**src/hw/rtl/srs_pkg.sv**
```systemverilog
// Package for the selective-repeat sender scoreboard.
// Holds the sizing constants, the code enums and the controller/datapath structs.
// Depends on nothing; srs_ctrl, srs_dp, srs_checker and the top level import it.
package srs_pkg;

	localparam int MAX_CHUNKS = 64;
	localparam int STAMP_BITS = 16;
	localparam int IDX_W      = $clog2(MAX_CHUNKS);
	localparam int CNT_W      = IDX_W + 1;
	localparam int COUNT_W    = 7;
	localparam int ACK_W      = 8;
	localparam int CHIDX_W    = 8;
	localparam int AGE_W      = 16;
	localparam int AGE_RESET  = 100;
	localparam int CMP_W      = (STAMP_BITS > AGE_W) ? STAMP_BITS : AGE_W;

	typedef enum logic [1:0] {
		FUNC_START = 2'd0,
		FUNC_ACK   = 2'd1,
		FUNC_TICK  = 2'd2,
		FUNC_SCAN  = 2'd3
	} func_t;

	typedef enum logic [1:0] {
		KIND_SEND   = 2'd0,
		KIND_RETX   = 2'd1,
		KIND_STATUS = 2'd2,
		KIND_DONE   = 2'd3
	} kind_t;

	typedef enum logic [2:0] {
		ST_IDLE,
		ST_SEND,
		ST_EVAL,
		ST_FLUSH,
		ST_ACK
	} state_t;

	typedef enum logic [2:0] {
		OSEL_SEND,
		OSEL_STATUS,
		OSEL_RETX_MID,
		OSEL_RETX_LAST,
		OSEL_DONE
	} out_sel_t;

	typedef struct packed {
		logic     start_load;
		logic     ack_read;
		logic     ack_update;
		logic     tick_inc;
		logic     scan_init;
		logic     out_load;
		out_sel_t out_sel;
		logic     idx_inc;
		logic     stamp_we;
		logic     pend_set;
		logic     read_next;
	} cmd_t;

	typedef struct packed {
		func_t func;
		logic  count_zero;
		logic  msg_zero;
		logic  out_free;
		logic  idx_last;
		logic  due;
		logic  pend_valid;
	} stat_t;

endpackage

```
**src/hw/rtl/srs_in_if.sv**
```systemverilog
// Input channel of the scoreboard: valid/ready handshake with the item fields.
// Depends on nothing.
interface srs_in_if;
	logic       valid;
	logic       ready;
	logic [1:0] func;
	logic [6:0] chunk_count;
	logic [7:0] ack_index;

	modport source (output valid, output func, output chunk_count, output ack_index,
		input ready);
	modport sink (input valid, input func, input chunk_count, input ack_index,
		output ready);
endinterface

```
**src/hw/rtl/srs_out_if.sv**
```systemverilog
// Result channel of the scoreboard: valid/ready handshake with the result fields.
// Depends on nothing.
interface srs_out_if;
	logic       valid;
	logic       ready;
	logic [1:0] kind;
	logic [7:0] chunk_index;
	logic       all_acked;
	logic       duplicate_ack;
	logic       bad_index;
	logic       last;

	modport source (output valid, output kind, output chunk_index, output all_acked,
		output duplicate_ack, output bad_index, output last, input ready);
	modport sink (input valid, input kind, input chunk_index, input all_acked,
		input duplicate_ack, input bad_index, input last, output ready);
endinterface

```
**src/hw/rtl/selective_repeat_sender_scoreboard_unit.sv**
```systemverilog
// Top level of the selective-repeat sender scoreboard.
// Depends on srs_pkg, srs_in_if, srs_out_if, srs_ctrl and srs_dp.
//
// Items arrive on in_ch and results leave on out_ch; both use valid/ready, and a
// transaction happens at a rising edge with valid and ready both high. The age
// register is written through cfg_we/cfg_wdata; the user must write it only while
// the block is idle, as the block itself does not enforce this. A start
// transaction produces one send result per chunk, one per cycle while the result
// register is free; each send also clears that chunk's acknowledge entry. An
// acknowledge first reads its entry of the acknowledge RAM, then loads its status
// result into the result register. A tick produces no result. A scan reads the
// stamp and acknowledge RAMs one entry per cycle unless a due chunk waits on a
// busy result register; the single read port of each RAM sets that rate.
// Retransmit results lag their chunk, because each is held until the next due
// chunk or the end of the scan decides its last flag. Reset clears time, counters
// and the state machine and sets the age to 100 ticks; neither RAM is cleared, as
// only entries of the current message are ever used. When the receiver stalls,
// the result register holds its transaction and the block waits; a new item is
// taken only once the result register is free or being emptied.
module selective_repeat_sender_scoreboard_unit (
	input  logic                        clk,
	input  logic                        arst_n,
	srs_in_if.sink                      in_ch,
	srs_out_if.source                   out_ch,
	input  logic                        cfg_we,
	input  logic [srs_pkg::AGE_W-1:0]   cfg_wdata
);
	import srs_pkg::*;

	cmd_t  cmd;
	stat_t stat;

	srs_ctrl u_ctrl (
		.clk      (clk),
		.arst_n   (arst_n),
		.in_valid (in_ch.valid),
		.in_ready (in_ch.ready),
		.stat     (stat),
		.cmd      (cmd)
	);

	srs_dp u_dp (
		.clk               (clk),
		.arst_n            (arst_n),
		.cmd               (cmd),
		.stat              (stat),
		.in_func           (in_ch.func),
		.in_chunk_count    (in_ch.chunk_count),
		.in_ack_index      (in_ch.ack_index),
		.cfg_we            (cfg_we),
		.cfg_wdata         (cfg_wdata),
		.out_ready         (out_ch.ready),
		.out_valid         (out_ch.valid),
		.out_kind          (out_ch.kind),
		.out_chunk_index   (out_ch.chunk_index),
		.out_all_acked     (out_ch.all_acked),
		.out_duplicate_ack (out_ch.duplicate_ack),
		.out_bad_index     (out_ch.bad_index),
		.out_last          (out_ch.last)
	);

endmodule

```
**src/hw/rtl/srs_ram.sv**
```systemverilog
// Generic single-write, single-read RAM with a registered read port.
// Depends on nothing.
module srs_ram #(
	parameter int WIDTH = 16,
	parameter int DEPTH = 64
) (
	input  logic                     clk,
	input  logic                     we,
	input  logic [$clog2(DEPTH)-1:0] waddr,
	input  logic [WIDTH-1:0]         wdata,
	input  logic [$clog2(DEPTH)-1:0] raddr,
	output logic [WIDTH-1:0]         rdata
);

	logic [WIDTH-1:0] mem [DEPTH];

	always_ff @(posedge clk) begin
		if (we) begin
			mem[waddr] <= wdata;
		end
		rdata <= mem[raddr];
	end

endmodule

```
**src/hw/rtl/srs_ctrl.sv**
```systemverilog
// Controller state machine of the scoreboard: sequences start, acknowledge,
// tick and scan transactions. Depends on srs_pkg.
module srs_ctrl (
	input  logic          clk,
	input  logic          arst_n,
	input  logic          in_valid,
	output logic          in_ready,
	input  srs_pkg::stat_t stat,
	output srs_pkg::cmd_t  cmd
);
	import srs_pkg::*;

	state_t state_q;
	state_t state_nxt;
	logic   accept;
	logic   stall;

	assign in_ready = (state_q == ST_IDLE) && stat.out_free;
	assign accept   = in_valid && in_ready;
	assign stall    = stat.due && stat.pend_valid && !stat.out_free;

	always_ff @(posedge clk or negedge arst_n) begin
		if (!arst_n) begin
			state_q <= ST_IDLE;
		end else begin
			state_q <= state_nxt;
		end
	end

	always_comb begin
		state_nxt = state_q;
		unique case (state_q)
			ST_IDLE: begin
				if (accept && stat.func == FUNC_START && !stat.count_zero) begin
					state_nxt = ST_SEND;
				end else if (accept && stat.func == FUNC_ACK) begin
					state_nxt = ST_ACK;
				end else if (accept && stat.func == FUNC_SCAN && !stat.msg_zero) begin
					state_nxt = ST_EVAL;
				end
			end
			ST_SEND: begin
				if (stat.out_free && stat.idx_last) begin
					state_nxt = ST_IDLE;
				end
			end
			ST_EVAL: begin
				if (!stall && stat.idx_last) begin
					state_nxt = ST_FLUSH;
				end
			end
			ST_FLUSH: begin
				if (stat.out_free) begin
					state_nxt = ST_IDLE;
				end
			end
			ST_ACK: begin
				if (stat.out_free) begin
					state_nxt = ST_IDLE;
				end
			end
			default: state_nxt = ST_IDLE;
		endcase
	end

	always_comb begin
		cmd = '0;
		cmd.out_sel = OSEL_SEND;
		unique case (state_q)
			ST_IDLE: begin
				if (accept) begin
					unique case (stat.func)
						FUNC_START: cmd.start_load = 1'b1;
						FUNC_ACK: cmd.ack_read = 1'b1;
						FUNC_TICK: cmd.tick_inc = 1'b1;
						FUNC_SCAN: begin
							cmd.scan_init = 1'b1;
							if (stat.msg_zero) begin
								cmd.out_load = 1'b1;
								cmd.out_sel  = OSEL_DONE;
							end
						end
						default: cmd.out_load = 1'b0;
					endcase
				end
			end
			ST_SEND: begin
				if (stat.out_free) begin
					cmd.out_load = 1'b1;
					cmd.out_sel  = OSEL_SEND;
					cmd.stamp_we = 1'b1;
					cmd.idx_inc  = 1'b1;
				end
			end
			ST_EVAL: begin
				if (!stall) begin
					cmd.idx_inc   = 1'b1;
					cmd.read_next = 1'b1;
					if (stat.due) begin
						cmd.stamp_we = 1'b1;
						cmd.pend_set = 1'b1;
						if (stat.pend_valid) begin
							cmd.out_load = 1'b1;
							cmd.out_sel  = OSEL_RETX_MID;
						end
					end
				end
			end
			ST_FLUSH: begin
				if (stat.out_free) begin
					cmd.out_load = 1'b1;
					cmd.out_sel  = stat.pend_valid ? OSEL_RETX_LAST : OSEL_DONE;
				end
			end
			ST_ACK: begin
				if (stat.out_free) begin
					cmd.ack_update = 1'b1;
					cmd.out_load   = 1'b1;
					cmd.out_sel    = OSEL_STATUS;
				end
			end
			default: cmd.out_load = 1'b0;
		endcase
	end

endmodule

```
**src/hw/rtl/srs_dp.sv**
```systemverilog
// Datapath of the scoreboard: message registers, acknowledge and stamp RAMs,
// pending retransmit and the result register. Depends on srs_pkg and srs_ram.
module srs_dp (
	input  logic                           clk,
	input  logic                           arst_n,
	input  srs_pkg::cmd_t                  cmd,
	output srs_pkg::stat_t                 stat,
	input  logic [1:0]                     in_func,
	input  logic [srs_pkg::COUNT_W-1:0]    in_chunk_count,
	input  logic [srs_pkg::ACK_W-1:0]      in_ack_index,
	input  logic                           cfg_we,
	input  logic [srs_pkg::AGE_W-1:0]      cfg_wdata,
	input  logic                           out_ready,
	output logic                           out_valid,
	output logic [1:0]                     out_kind,
	output logic [srs_pkg::CHIDX_W-1:0]    out_chunk_index,
	output logic                           out_all_acked,
	output logic                           out_duplicate_ack,
	output logic                           out_bad_index,
	output logic                           out_last
);
	import srs_pkg::*;

	logic [AGE_W-1:0]      age_q;
	logic [STAMP_BITS-1:0] tick_q;
	logic [COUNT_W-1:0]    total_q;
	logic [COUNT_W-1:0]    msg_q;
	logic [ACK_W-1:0]      ack_idx_q;
	logic [CNT_W-1:0]      idx_q;
	logic                  pend_valid_q;
	logic [IDX_W-1:0]      pend_idx_q;
	logic                  out_valid_q;
	kind_t                 kind_q;
	logic [CHIDX_W-1:0]    chunk_index_q;
	logic                  all_acked_q;
	logic                  dup_q;
	logic                  bad_q;
	logic                  last_q;

	logic [COUNT_W-1:0]    count_sat;
	logic                  ack_bad;
	logic                  ack_dup;
	logic [COUNT_W-1:0]    total_inc;
	logic                  ack_all;
	logic [IDX_W-1:0]      ack_slot;
	logic [IDX_W-1:0]      cur_slot;
	logic [CNT_W-1:0]      idx_inc;
	logic [IDX_W-1:0]      raddr;
	logic [STAMP_BITS-1:0] stamp_rd;
	logic [STAMP_BITS-1:0] age_now;
	logic                  out_free;
	logic                  map_rd;
	logic                  map_set;
	logic                  map_we;
	logic [IDX_W-1:0]      map_waddr;

	assign out_free  = !out_valid_q || out_ready;
	assign count_sat = (in_chunk_count > COUNT_W'(MAX_CHUNKS)) ? COUNT_W'(MAX_CHUNKS)
		: in_chunk_count;
	assign ack_slot  = ack_idx_q[IDX_W-1:0];
	assign cur_slot  = idx_q[IDX_W-1:0];
	assign ack_bad   = ack_idx_q >= ACK_W'(msg_q);
	assign ack_dup   = !ack_bad && map_rd;
	assign total_inc = total_q + 1'b1;
	assign ack_all   = (ack_bad || ack_dup) ? (total_q == msg_q) : (total_inc == msg_q);
	assign idx_inc   = idx_q + 1'b1;
	assign age_now   = tick_q - stamp_rd;
	assign map_set   = cmd.ack_update && !ack_bad && !ack_dup;
	assign map_we    = cmd.stamp_we || map_set;
	assign map_waddr = map_set ? ack_slot : cur_slot;

	always_comb begin
		if (cmd.read_next) begin
			raddr = idx_inc[IDX_W-1:0];
		end else if (cmd.scan_init) begin
			raddr = '0;
		end else if (cmd.ack_read) begin
			raddr = in_ack_index[IDX_W-1:0];
		end else begin
			raddr = cur_slot;
		end
	end

	srs_ram #(
		.WIDTH (STAMP_BITS),
		.DEPTH (MAX_CHUNKS)
	) u_stamp_ram (
		.clk   (clk),
		.we    (cmd.stamp_we),
		.waddr (cur_slot),
		.wdata (tick_q),
		.raddr (raddr),
		.rdata (stamp_rd)
	);

	// Each send clears its chunk's entry, so a new message never sees stale marks.
	srs_ram #(
		.WIDTH (1),
		.DEPTH (MAX_CHUNKS)
	) u_ack_ram (
		.clk   (clk),
		.we    (map_we),
		.waddr (map_waddr),
		.wdata (map_set),
		.raddr (raddr),
		.rdata (map_rd)
	);

	always_comb begin
		stat.func       = func_t'(in_func);
		stat.count_zero = (in_chunk_count == '0);
		stat.msg_zero   = (msg_q == '0);
		stat.out_free   = out_free;
		stat.idx_last   = (COUNT_W'(idx_inc) == msg_q);
		stat.due        = !map_rd && (CMP_W'(age_now) >= CMP_W'(age_q));
		stat.pend_valid = pend_valid_q;
	end

	always_ff @(posedge clk or negedge arst_n) begin
		if (!arst_n) begin
			age_q        <= AGE_W'(AGE_RESET);
			tick_q       <= '0;
			total_q      <= '0;
			msg_q        <= '0;
			idx_q        <= '0;
			pend_valid_q <= 1'b0;
			out_valid_q  <= 1'b0;
		end else begin
			if (cfg_we) begin
				age_q <= cfg_wdata;
			end
			if (cmd.tick_inc) begin
				tick_q <= tick_q + 1'b1;
			end
			if (cmd.start_load) begin
				total_q     <= '0;
				msg_q       <= count_sat;
				idx_q       <= '0;
			end else if (cmd.scan_init) begin
				idx_q <= '0;
			end else if (cmd.idx_inc) begin
				idx_q <= idx_inc;
			end
			if (map_set) begin
				total_q <= total_inc;
			end
			if (cmd.scan_init) begin
				pend_valid_q <= 1'b0;
			end else if (cmd.pend_set) begin
				pend_valid_q <= 1'b1;
			end
			if (cmd.out_load) begin
				out_valid_q <= 1'b1;
			end else if (out_ready) begin
				out_valid_q <= 1'b0;
			end
		end
	end

	always_ff @(posedge clk) begin
		if (cmd.pend_set) begin
			pend_idx_q <= cur_slot;
		end
		if (cmd.ack_read) begin
			ack_idx_q <= in_ack_index;
		end
		if (cmd.out_load) begin
			unique case (cmd.out_sel)
				OSEL_SEND: begin
					kind_q        <= KIND_SEND;
					chunk_index_q <= CHIDX_W'(idx_q);
					all_acked_q   <= 1'b0;
					dup_q         <= 1'b0;
					bad_q         <= 1'b0;
					last_q        <= stat.idx_last;
				end
				OSEL_STATUS: begin
					kind_q        <= KIND_STATUS;
					chunk_index_q <= ack_idx_q;
					all_acked_q   <= ack_all;
					dup_q         <= ack_dup;
					bad_q         <= ack_bad;
					last_q        <= 1'b1;
				end
				OSEL_RETX_MID: begin
					kind_q        <= KIND_RETX;
					chunk_index_q <= CHIDX_W'(pend_idx_q);
					all_acked_q   <= 1'b0;
					dup_q         <= 1'b0;
					bad_q         <= 1'b0;
					last_q        <= 1'b0;
				end
				OSEL_RETX_LAST: begin
					kind_q        <= KIND_RETX;
					chunk_index_q <= CHIDX_W'(pend_idx_q);
					all_acked_q   <= 1'b0;
					dup_q         <= 1'b0;
					bad_q         <= 1'b0;
					last_q        <= 1'b1;
				end
				OSEL_DONE: begin
					kind_q        <= KIND_DONE;
					chunk_index_q <= '0;
					all_acked_q   <= (total_q == msg_q);
					dup_q         <= 1'b0;
					bad_q         <= 1'b0;
					last_q        <= 1'b1;
				end
				default: begin
					kind_q        <= KIND_DONE;
					chunk_index_q <= '0;
					all_acked_q   <= 1'b0;
					dup_q         <= 1'b0;
					bad_q         <= 1'b0;
					last_q        <= 1'b1;
				end
			endcase
		end
	end

	assign out_valid         = out_valid_q;
	assign out_kind          = kind_q;
	assign out_chunk_index   = chunk_index_q;
	assign out_all_acked     = all_acked_q;
	assign out_duplicate_ack = dup_q;
	assign out_bad_index     = bad_q;
	assign out_last          = last_q;

endmodule

```
**src/flat_wrapper.sv**
```systemverilog
// flat-port wrapper written by rule: the top's interface ports become plain ports
module selective_repeat_sender_scoreboard_unit_flat import srs_pkg::*;
  (clk, arst_n, cfg_we, cfg_wdata, in_ch_valid, in_ch_func, in_ch_chunk_count, in_ch_ack_index, in_ch_ready, out_ch_valid, out_ch_kind, out_ch_chunk_index, out_ch_all_acked, out_ch_duplicate_ack, out_ch_bad_index, out_ch_last, out_ch_ready);
  srs_in_if in_ch_i ();
  srs_out_if out_ch_i ();
  input  logic clk;
  input  logic arst_n;
  input  logic cfg_we;
  input  logic [srs_pkg::AGE_W-1:0] cfg_wdata;
  input wire logic [$bits(in_ch_i.valid)-1:0] in_ch_valid;
  input wire logic [$bits(in_ch_i.func)-1:0] in_ch_func;
  input wire logic [$bits(in_ch_i.chunk_count)-1:0] in_ch_chunk_count;
  input wire logic [$bits(in_ch_i.ack_index)-1:0] in_ch_ack_index;
  output wire logic [$bits(in_ch_i.ready)-1:0] in_ch_ready;
  output wire logic [$bits(out_ch_i.valid)-1:0] out_ch_valid;
  output wire logic [$bits(out_ch_i.kind)-1:0] out_ch_kind;
  output wire logic [$bits(out_ch_i.chunk_index)-1:0] out_ch_chunk_index;
  output wire logic [$bits(out_ch_i.all_acked)-1:0] out_ch_all_acked;
  output wire logic [$bits(out_ch_i.duplicate_ack)-1:0] out_ch_duplicate_ack;
  output wire logic [$bits(out_ch_i.bad_index)-1:0] out_ch_bad_index;
  output wire logic [$bits(out_ch_i.last)-1:0] out_ch_last;
  input wire logic [$bits(out_ch_i.ready)-1:0] out_ch_ready;
  assign in_ch_i.valid = in_ch_valid;
  assign in_ch_i.func = in_ch_func;
  assign in_ch_i.chunk_count = in_ch_chunk_count;
  assign in_ch_i.ack_index = in_ch_ack_index;
  assign in_ch_ready = in_ch_i.ready;
  assign out_ch_valid = out_ch_i.valid;
  assign out_ch_kind = out_ch_i.kind;
  assign out_ch_chunk_index = out_ch_i.chunk_index;
  assign out_ch_all_acked = out_ch_i.all_acked;
  assign out_ch_duplicate_ack = out_ch_i.duplicate_ack;
  assign out_ch_bad_index = out_ch_i.bad_index;
  assign out_ch_last = out_ch_i.last;
  assign out_ch_i.ready = out_ch_ready;
  selective_repeat_sender_scoreboard_unit u_core (.clk(clk), .arst_n(arst_n), .in_ch(in_ch_i), .out_ch(out_ch_i), .cfg_we(cfg_we), .cfg_wdata(cfg_wdata));
endmodule
```
**config.mk**
```make
export PLATFORM = sky130hd
export DESIGN_NAME = selective_repeat_sender_scoreboard_unit_flat
export DESIGN_NICKNAME = d
export VERILOG_FILES = /design/src/hw/rtl/srs_pkg.sv /design/src/hw/rtl/srs_in_if.sv /design/src/hw/rtl/srs_out_if.sv /design/src/hw/rtl/selective_repeat_sender_scoreboard_unit.sv /design/src/hw/rtl/srs_ram.sv /design/src/hw/rtl/srs_ctrl.sv /design/src/hw/rtl/srs_dp.sv /design/src/flat_wrapper.sv
export SDC_FILE = /design/constraint.sdc
export NUM_CORES = 2
export LEC_CHECK = 0
export BUFFER_PORTS_ARGS = -buffer_cell sky130_fd_sc_hd__buf_2
export CAP_MARGIN = 20
export CORE_ASPECT_RATIO = 1.2
export CORE_MARGIN = 1
export CORE_UTILIZATION = 45
export CTS_CLUSTER_DIAMETER = 100
export DETAILED_ROUTE_END_ITERATION = 6
export GPL_ROUTABILITY_DRIVEN = 0
export PLACE_DENSITY = 0.64
export SLEW_MARGIN = 20
export SYNTH_ARGS = -nofsm -noshare
export SYNTH_HDL_FRONTEND = slang
export SYNTH_SLANG_ARGS = --single-unit
```
**constraint.sdc**
```tcl
create_clock -name clk -period 5.8 [get_ports clk]
set_input_delay 1.16 -clock clk [delete_from_list [all_inputs] [get_ports clk]]
set_output_delay 1.16 -clock clk [all_outputs]
set_load 0.005 [all_outputs]
```
# Word level (Yosys, flattened, before mapping)
# Memories as Yosys holds them, arrays and structs flattened. A register that Yosys moved wholly into a read port is not among the register bits.
# Cells that the tools add are included.
[word_totals]
ramBits = 1088
out_inout_bits = 16
memories = 2
word_cells = 134
regBits = 86
input_bits = 38
[mem_list]
columns = ["memory", "depth", "word_bits", "rd", "rd_ports_with_merged_regs", "write_ports", "line", "rtl"]
rows = [
  ["u_core.u_dp.u_stamp_ram.mem", 64, 16, 1, 1, 1, "srs_ram.sv:15", "logic [WIDTH-1:0] mem [DEPTH];"],
  ["u_core.u_dp.u_ack_ram.mem", 64, 1, 1, 1, 1, "srs_ram.sv:15", ""],
]
[op_classes]
reduce_logical = 38
n_addsub = 4
muxes = 53
n_eq_ne = 18
n_lt_le_gt_ge = 3
[ops]
columns = ["operator", "n"]
rows = [
  ["two-way mux 7 bit", 6],
  ["two-way mux 6 bit", 6],
  ["one-hot mux 8 bit (3 select lines)", 1],
  ["equality test 7 bit", 3],
  ["two-way mux 3 bit", 7],
  ["two-way mux 4 bit", 5],
  ["adder 16 x 1 -> 16 bit, second input constant", 1],
  ["greater-or-equal comparator 16 bit", 1],
  ["subtractor 16 bit", 1],
  ["logical AND 1 bit", 15],
  ["one-hot mux 3 bit (5 select lines)", 1],
  ["adder 7 x 1 -> 7 bit, second input constant", 2],
  ["zero test 7 bit", 2],
  ["two-way mux 1 bit", 14],
  ["equality test 3 x 2 -> 1 bit, second input constant", 4],
  ["one-hot mux 3 bit (4 select lines)", 1],
  ["two-way mux 2 bit", 5],
  ["greater-or-equal comparator 8 x 7 -> 1 bit", 1],
  ["zero test 1 bit", 8],
  ["two-way mux 8 bit", 1],
  ["greater-than comparator 7 bit, second input constant", 1],
  ["equality test 3 x 1 -> 1 bit, second input constant", 2],
  ["equality test 3 bit, second input constant", 2],
  ["zero test 3 bit", 2],
  ["other kinds (16)", 24],
]

# Depth between registers and ports, before layout
[depth]
word_depth = 10
depth_mapped = 30
ltp_nobuf = 26

# Hierarchy
# Synthesis repeated with hierarchy kept, for this count alone.
[unflattened]
hier_cells = 2665
area_unflattened_um2 = 48805.6
[by_module_without_submodules]
columns = ["module", "area_each_um2", "instances", "cells_per_inst", "seq_area_each_um2"]
rows = [
  ["srs_ram at u_core.u_dp.u_stamp_ram", 40042.2, 1, 1829, 31069.8],
  ["srs_dp", 5355.1, 1, 563, 2220.9],
  ["srs_ram at u_core.u_dp.u_ack_ram", 2914.0, 1, 204, 1941.9],
  ["srs_ctrl", 494.2, 1, 69, 75.1],
]

# Worst setup path after synthesis
# No wires, ideal clock.
[synth_path]
path_kind = "register to register"
from = "register u_core.u_dp.tick_q[0]"
to = "register u_core.u_dp.u_stamp_ram.rdata[10] (read register of u_core.u_dp.u_stamp_ram.mem)"
t_required_ns = 5.673
path_slack_ns = -0.322
n_path_buf = 2
setup_time_ns = 0.127
t_arrival_ns = 5.995
path_stages_with_launch = 29
synth_period_minus_slack_ns = 6.122
cell_sequence = "dfrtp_1 inv_1 ha_1 fa_1 nor2b_1 o21ai_0 a21boi_0 o21ai_0 a21oi_1 o21ai_0 a21oi_1 o41ai_1 o21bai_1 a21oi_1 xnor2_1 ha_1 nand3b_4 or3_1 o22ai_2 a21oi_4 mux2i_4 and2_1 buf_6 buf_2 mux2i_1 a22oi_1 a32oi_1 nand4_1 or3_1"
[synth_via]
elab_chain_len = 8
[synth_rtl]
columns = ["item", "line", "rtl"]
rows = [
  ["start, declared", "srs_dp.sv:25", "logic [STAMP_BITS-1:0] tick_q;"],
  ["start signal, assigned", "srs_dp.sv:133", "tick_q <= tick_q + 1'b1;"],
  ["subtractor 16 bit", "srs_dp.sv:67", "assign age_now = tick_q - stamp_rd;"],
  ["greater-or-equal comparator 16 bit", "srs_dp.sv:115", "stat.due = !map_rd && (CMP_W'(age_now) >= CMP_W'(age_q));"],
  ["logical AND 1 bit", "srs_dp.sv:115", ""],
  ["logical AND 1 bit (2 in series)", "srs_ctrl.sv:20", "assign stall = stat.due && stat.pend_valid && !stat.out_free;"],
  ["two-way mux 8 bit", "srs_ctrl.sv:96", "if (!stall) begin"],
  ["two-way mux 2 bit", "srs_ctrl.sv:69", "unique case (state_q)"],
  ["two-way mux 6 bit", "srs_dp.sv:73", "if (cmd.read_next) begin"],
  ["end, declared", "srs_ram.sv:12", "output logic [WIDTH-1:0] rdata"],
]
# Every way passes these cells.
# A chain may end at the register's enable or synchronous reset.

# Worst setup path after layout
[layout_path]
from = "register u_core.u_dp.tick_q[1]"
to = "register u_core.u_dp.u_stamp_ram.rdata[1] (read register of u_core.u_dp.u_stamp_ram.mem)"
# Same word-level chain as after synthesis.

==> out/qor.yml <==
status: "complete, but fails checks"
violations: "setup timing"
cp-endpoint: "u_core.u_dp.u_stamp_ram.rdata[1]$_DFF_P_"
initial_utilization_pct: 45.5
netlist_area_um2: 49200
power_density_nw_per_um2: 557
overflow: 0
nNetsFinal: 4371
hpwl_mm: 86.4
max_stage_delay_ns: 0.49
design_area_um2: 59400
ys_types: 77
crit_cells: 30
max_freq_mhz: 167
cts_tree: "built"
rsz0062_at_grt: "true"
cp_top_family: "compound AO/OA/AOI/OAI gates"
cts.clk_slew.worst_paths_ns: 0.06
critPathCaptureType: "flop"
place_inst: 5483
cts_sinks: 1191
reg2reg_from: "u_core.u_dp.tick_q[1]$_DFFE_PN0P_"
criticalPathCategory: "reg2reg"
totalWireLength_mm: 145
r2r-end: "u_core.u_dp.u_stamp_ram.rdata[1]$_DFF_P_"
die_h_um: 364
required_ns: 6.40
setup_tns_ns: -0.656
ir_drop_uv: 295
syn_inst: 3891
antenna_found_initial: 6
grt_max_degree: 70
avgSynthCellArea_um2: 12.7
fin_util_pct: 54.9
synth_area_leaders: "edfxtp_1 (68%), nand2_1 (7.1%), nand3_1 (2.9%), dfrtp_1 (2.8%), a21oi_1 (2.6%)"
async_reset_ff_share_pct: 4.87
cap_violations: 0
synth_edf_count: 1116
row_count: 132
grt_pass1_wl_mm: 209
pre_cts_ws_ns: -0.808
via_per_inst: 5.82
num_io_pins: 54
relSlewSlack_pct: 29.3
wl_per_cell_um: 25.0
drc: 0
reg2reg_slack_ns: -0.18
ant_nets: 0
hold_path_class: "reg2reg"
seq_area_frac_synth_pct: 71.7
drt_iter0_markers: 3607
drive_gt1_share_pct: 19.6
die_w_um: 304
crit_slowest_cell: "or3_4"
cp.arrival_ns: 6.58
worst_pin_slew_ns: 1.06
groute.usage.overall_pct: 25.4
maxSlewViolCount: 0
numCtsBuffers: 113
fp.dieArea_um2: 111000
dpl_cell_area_um2: 53600
final-hold-violation-count: 0
path_buf_inv: 6
synth_area_leader_cell: "edfxtp_1"
layout_min_cycle_time_ns: 5.98
skew_ns: 0.0376
port_buffers: 53
worst_slack_ns: -0.179
p_leak_nw: 21.8
areaGrowthSynthToFinish_pct: 20.6
final_cells: 5791
clock_path_buffers: 3
ys_warn_count: 0
drt_pass1_iterations: 6
antennaDiodeCount: 0
setup_viol_count_final: 11
start_kind: "flop"
yosysTopAreaCellShare_pct: 68.1
syn_nets: 3971
via_count: 33700
clock_latency_ns: 0.74
synth_ff_type: "edfxtp_1"
grt_pass1_vias: 32300
crit_fanout: 7
min_period_over_period_pct: 103
rr_worst_depth: 30
yosysMostFrequentCell: "edfxtp_1"
clk_root_buffer_cell: "clkbuf_16"
core_area_um2: 108000
ys_ff_latch: 1191
critPathLaunch: "u_core.u_dp.tick_q[1]$_DFFE_PN0P_"
htree_levels: 3
synthTopCellsByCount: "edfxtp_1 (1116), nand2_1 (930), nand3_1 (288)"
sequential cells by signal, indices dropped and copies added (netlist names):
name and flops:
u_core.u_dp.u_stamp_ram.mem 1024, u_core.u_dp.u_ack_ram.rdata 1, u_core.u_dp.out_last 1, u_core.u_dp.pend_valid_q 1, u_core.u_dp.u_ack_ram.mem 64, u_core.u_dp.out_all_acked 1, u_core.u_dp.out_duplicate_ack 1, u_core.u_dp.idx_q 7
u_core.u_dp.age_q 16, u_core.u_dp.total_q 7, u_core.u_dp.out_kind 2, u_core.u_dp.msg_q 7, u_core.u_dp.ack_idx_q 8, u_core.u_dp.pend_idx_q 6, u_core.u_dp.out_valid 1, u_core.u_ctrl.state_q 3
u_core.u_dp.u_stamp_ram.rdata 16, u_core.u_dp.out_chunk_index 8, u_core.u_dp.tick_q 16, u_core.u_dp.out_bad_index 1
area by class of cell:
type / count / area, um2
Tap cell: 1407 / 1760
Clock inverter: 59 / 504
Sequential cell: 1191 / 35300
Fill cell: 8643 / 48800
Clock buffer: 149 / 3060
Inverter: 55 / 209
Timing Repair Buffer: 517 / 5060
Multi-Input combinational cell: 2413 / 13500
power breakdown:
| part | switching (mW) | internal [mW] |
|---|---|---|
| Combinational | 9.23 | 6.41 |
| Clock | 3.26 | 3.95 |
| Sequential | 0.305 | 9.95 |
cell usage in the layout (no fill, tap or decap), types with 39 or more instances in the layout:
| cell | instances |
|---|---|
| clkbuf_16 | 123 |
| nand3_1 | 280 |
| dfrtp_1 | 39 |
| inv_1 | 51 |
| mux2i_1 | 48 |
| o21ai_0 | 55 |
| nor2_1 | 185 |
| a32oi_1 | 46 |
| nand2_1 | 926 |
| o21ai_1 | 50 |
| buf_4 | 353 |
| a22oi_1 | 60 |
| xnor2_1 | 39 |
| a21oi_1 | 240 |
| nand4_1 | 59 |
| edfxtp_1 | 1116 |
| buf_2 | 53 |
| buf_12 | 52 |
worst min-delay path by stage:
stage / from / end / slack (ns) / cells past startpoint
2_1_floorplan: u_core.u_dp.idx_q[3]$_DFFE_PN0P_ / u_core.u_dp.pend_idx_q[3]$_DFFE_PP_ / 0.42 / 0
3_3_place_gp: u_core.u_dp.total_q[6]$_DFFE_PN0P_ / u_core.u_dp.total_q[6]$_DFFE_PN0P_ / 0.49 / 1
3_5_place_dp: u_core.u_dp.total_q[6]$_DFFE_PN0P_ / u_core.u_dp.total_q[6]$_DFFE_PN0P_ / 0.50 / 1
4_1_cts: u_core.u_dp.total_q[6]$_DFFE_PN0P_ / u_core.u_dp.total_q[6]$_DFFE_PN0P_ / 0.51 / 1
5_1_grt: u_core.u_dp.total_q[6]$_DFFE_PN0P_ / u_core.u_dp.total_q[6]$_DFFE_PN0P_ / 0.55 / 1
6_report: u_core.u_dp.total_q[6]$_DFFE_PN0P_ / u_core.u_dp.total_q[6]$_DFFE_PN0P_ / 0.51 / 1
logic make-up after synthesis:
family | Yosys count | share of synthesized area (%)
adder cells (fa/ha/maj) | 42 | 1.08
flip-flops | 1191 | 71.7
multiplexers | 70 | 1.45
XOR/XNOR | 55 | 0.979
buffers and inverters | 290 | 2.65
AND/OR/NAND/NOR | 1621 | 14.3
AO/OA/AOI/OAI | 622 | 7.79
layer usage:
layer | wire length [um] | global-route usage, % | vias up | share of wire (%)
li1 | - | - | 15100 | -
met1 | 55200 | 31.8 | 16800 | 38
met4 | 7990 | 14.2 | 2 | 5.5
met5 | 11 | 0 | - | 0.0076
met2 | 71000 | 42.7 | 1479 | 49
met3 | 10400 | 3.32 | 317 | 7.2
through the flow:
step | total power [mW] | hold slack (ns)
4_1_cts | 31.8 | 0.510
6_report | 33.1 | 0.509
3_5_place_dp | 23.2 | 0.503
3_3_place_gp | 23.1 | 0.486
5_1_grt | 34.4 | 0.552
2_1_floorplan | 17.4 | 0.423
what timing repair did:
item / in CTS / in global routing
resized for setup: 113 / 124
hold buffers: 0 / 0
setup buffers: 50 / 38
endpoints found under the setup margin: 17 / 452
gates cloned: 15 / 9
pin swaps: 53 / 77
Power figures use the tool's default switching activity.
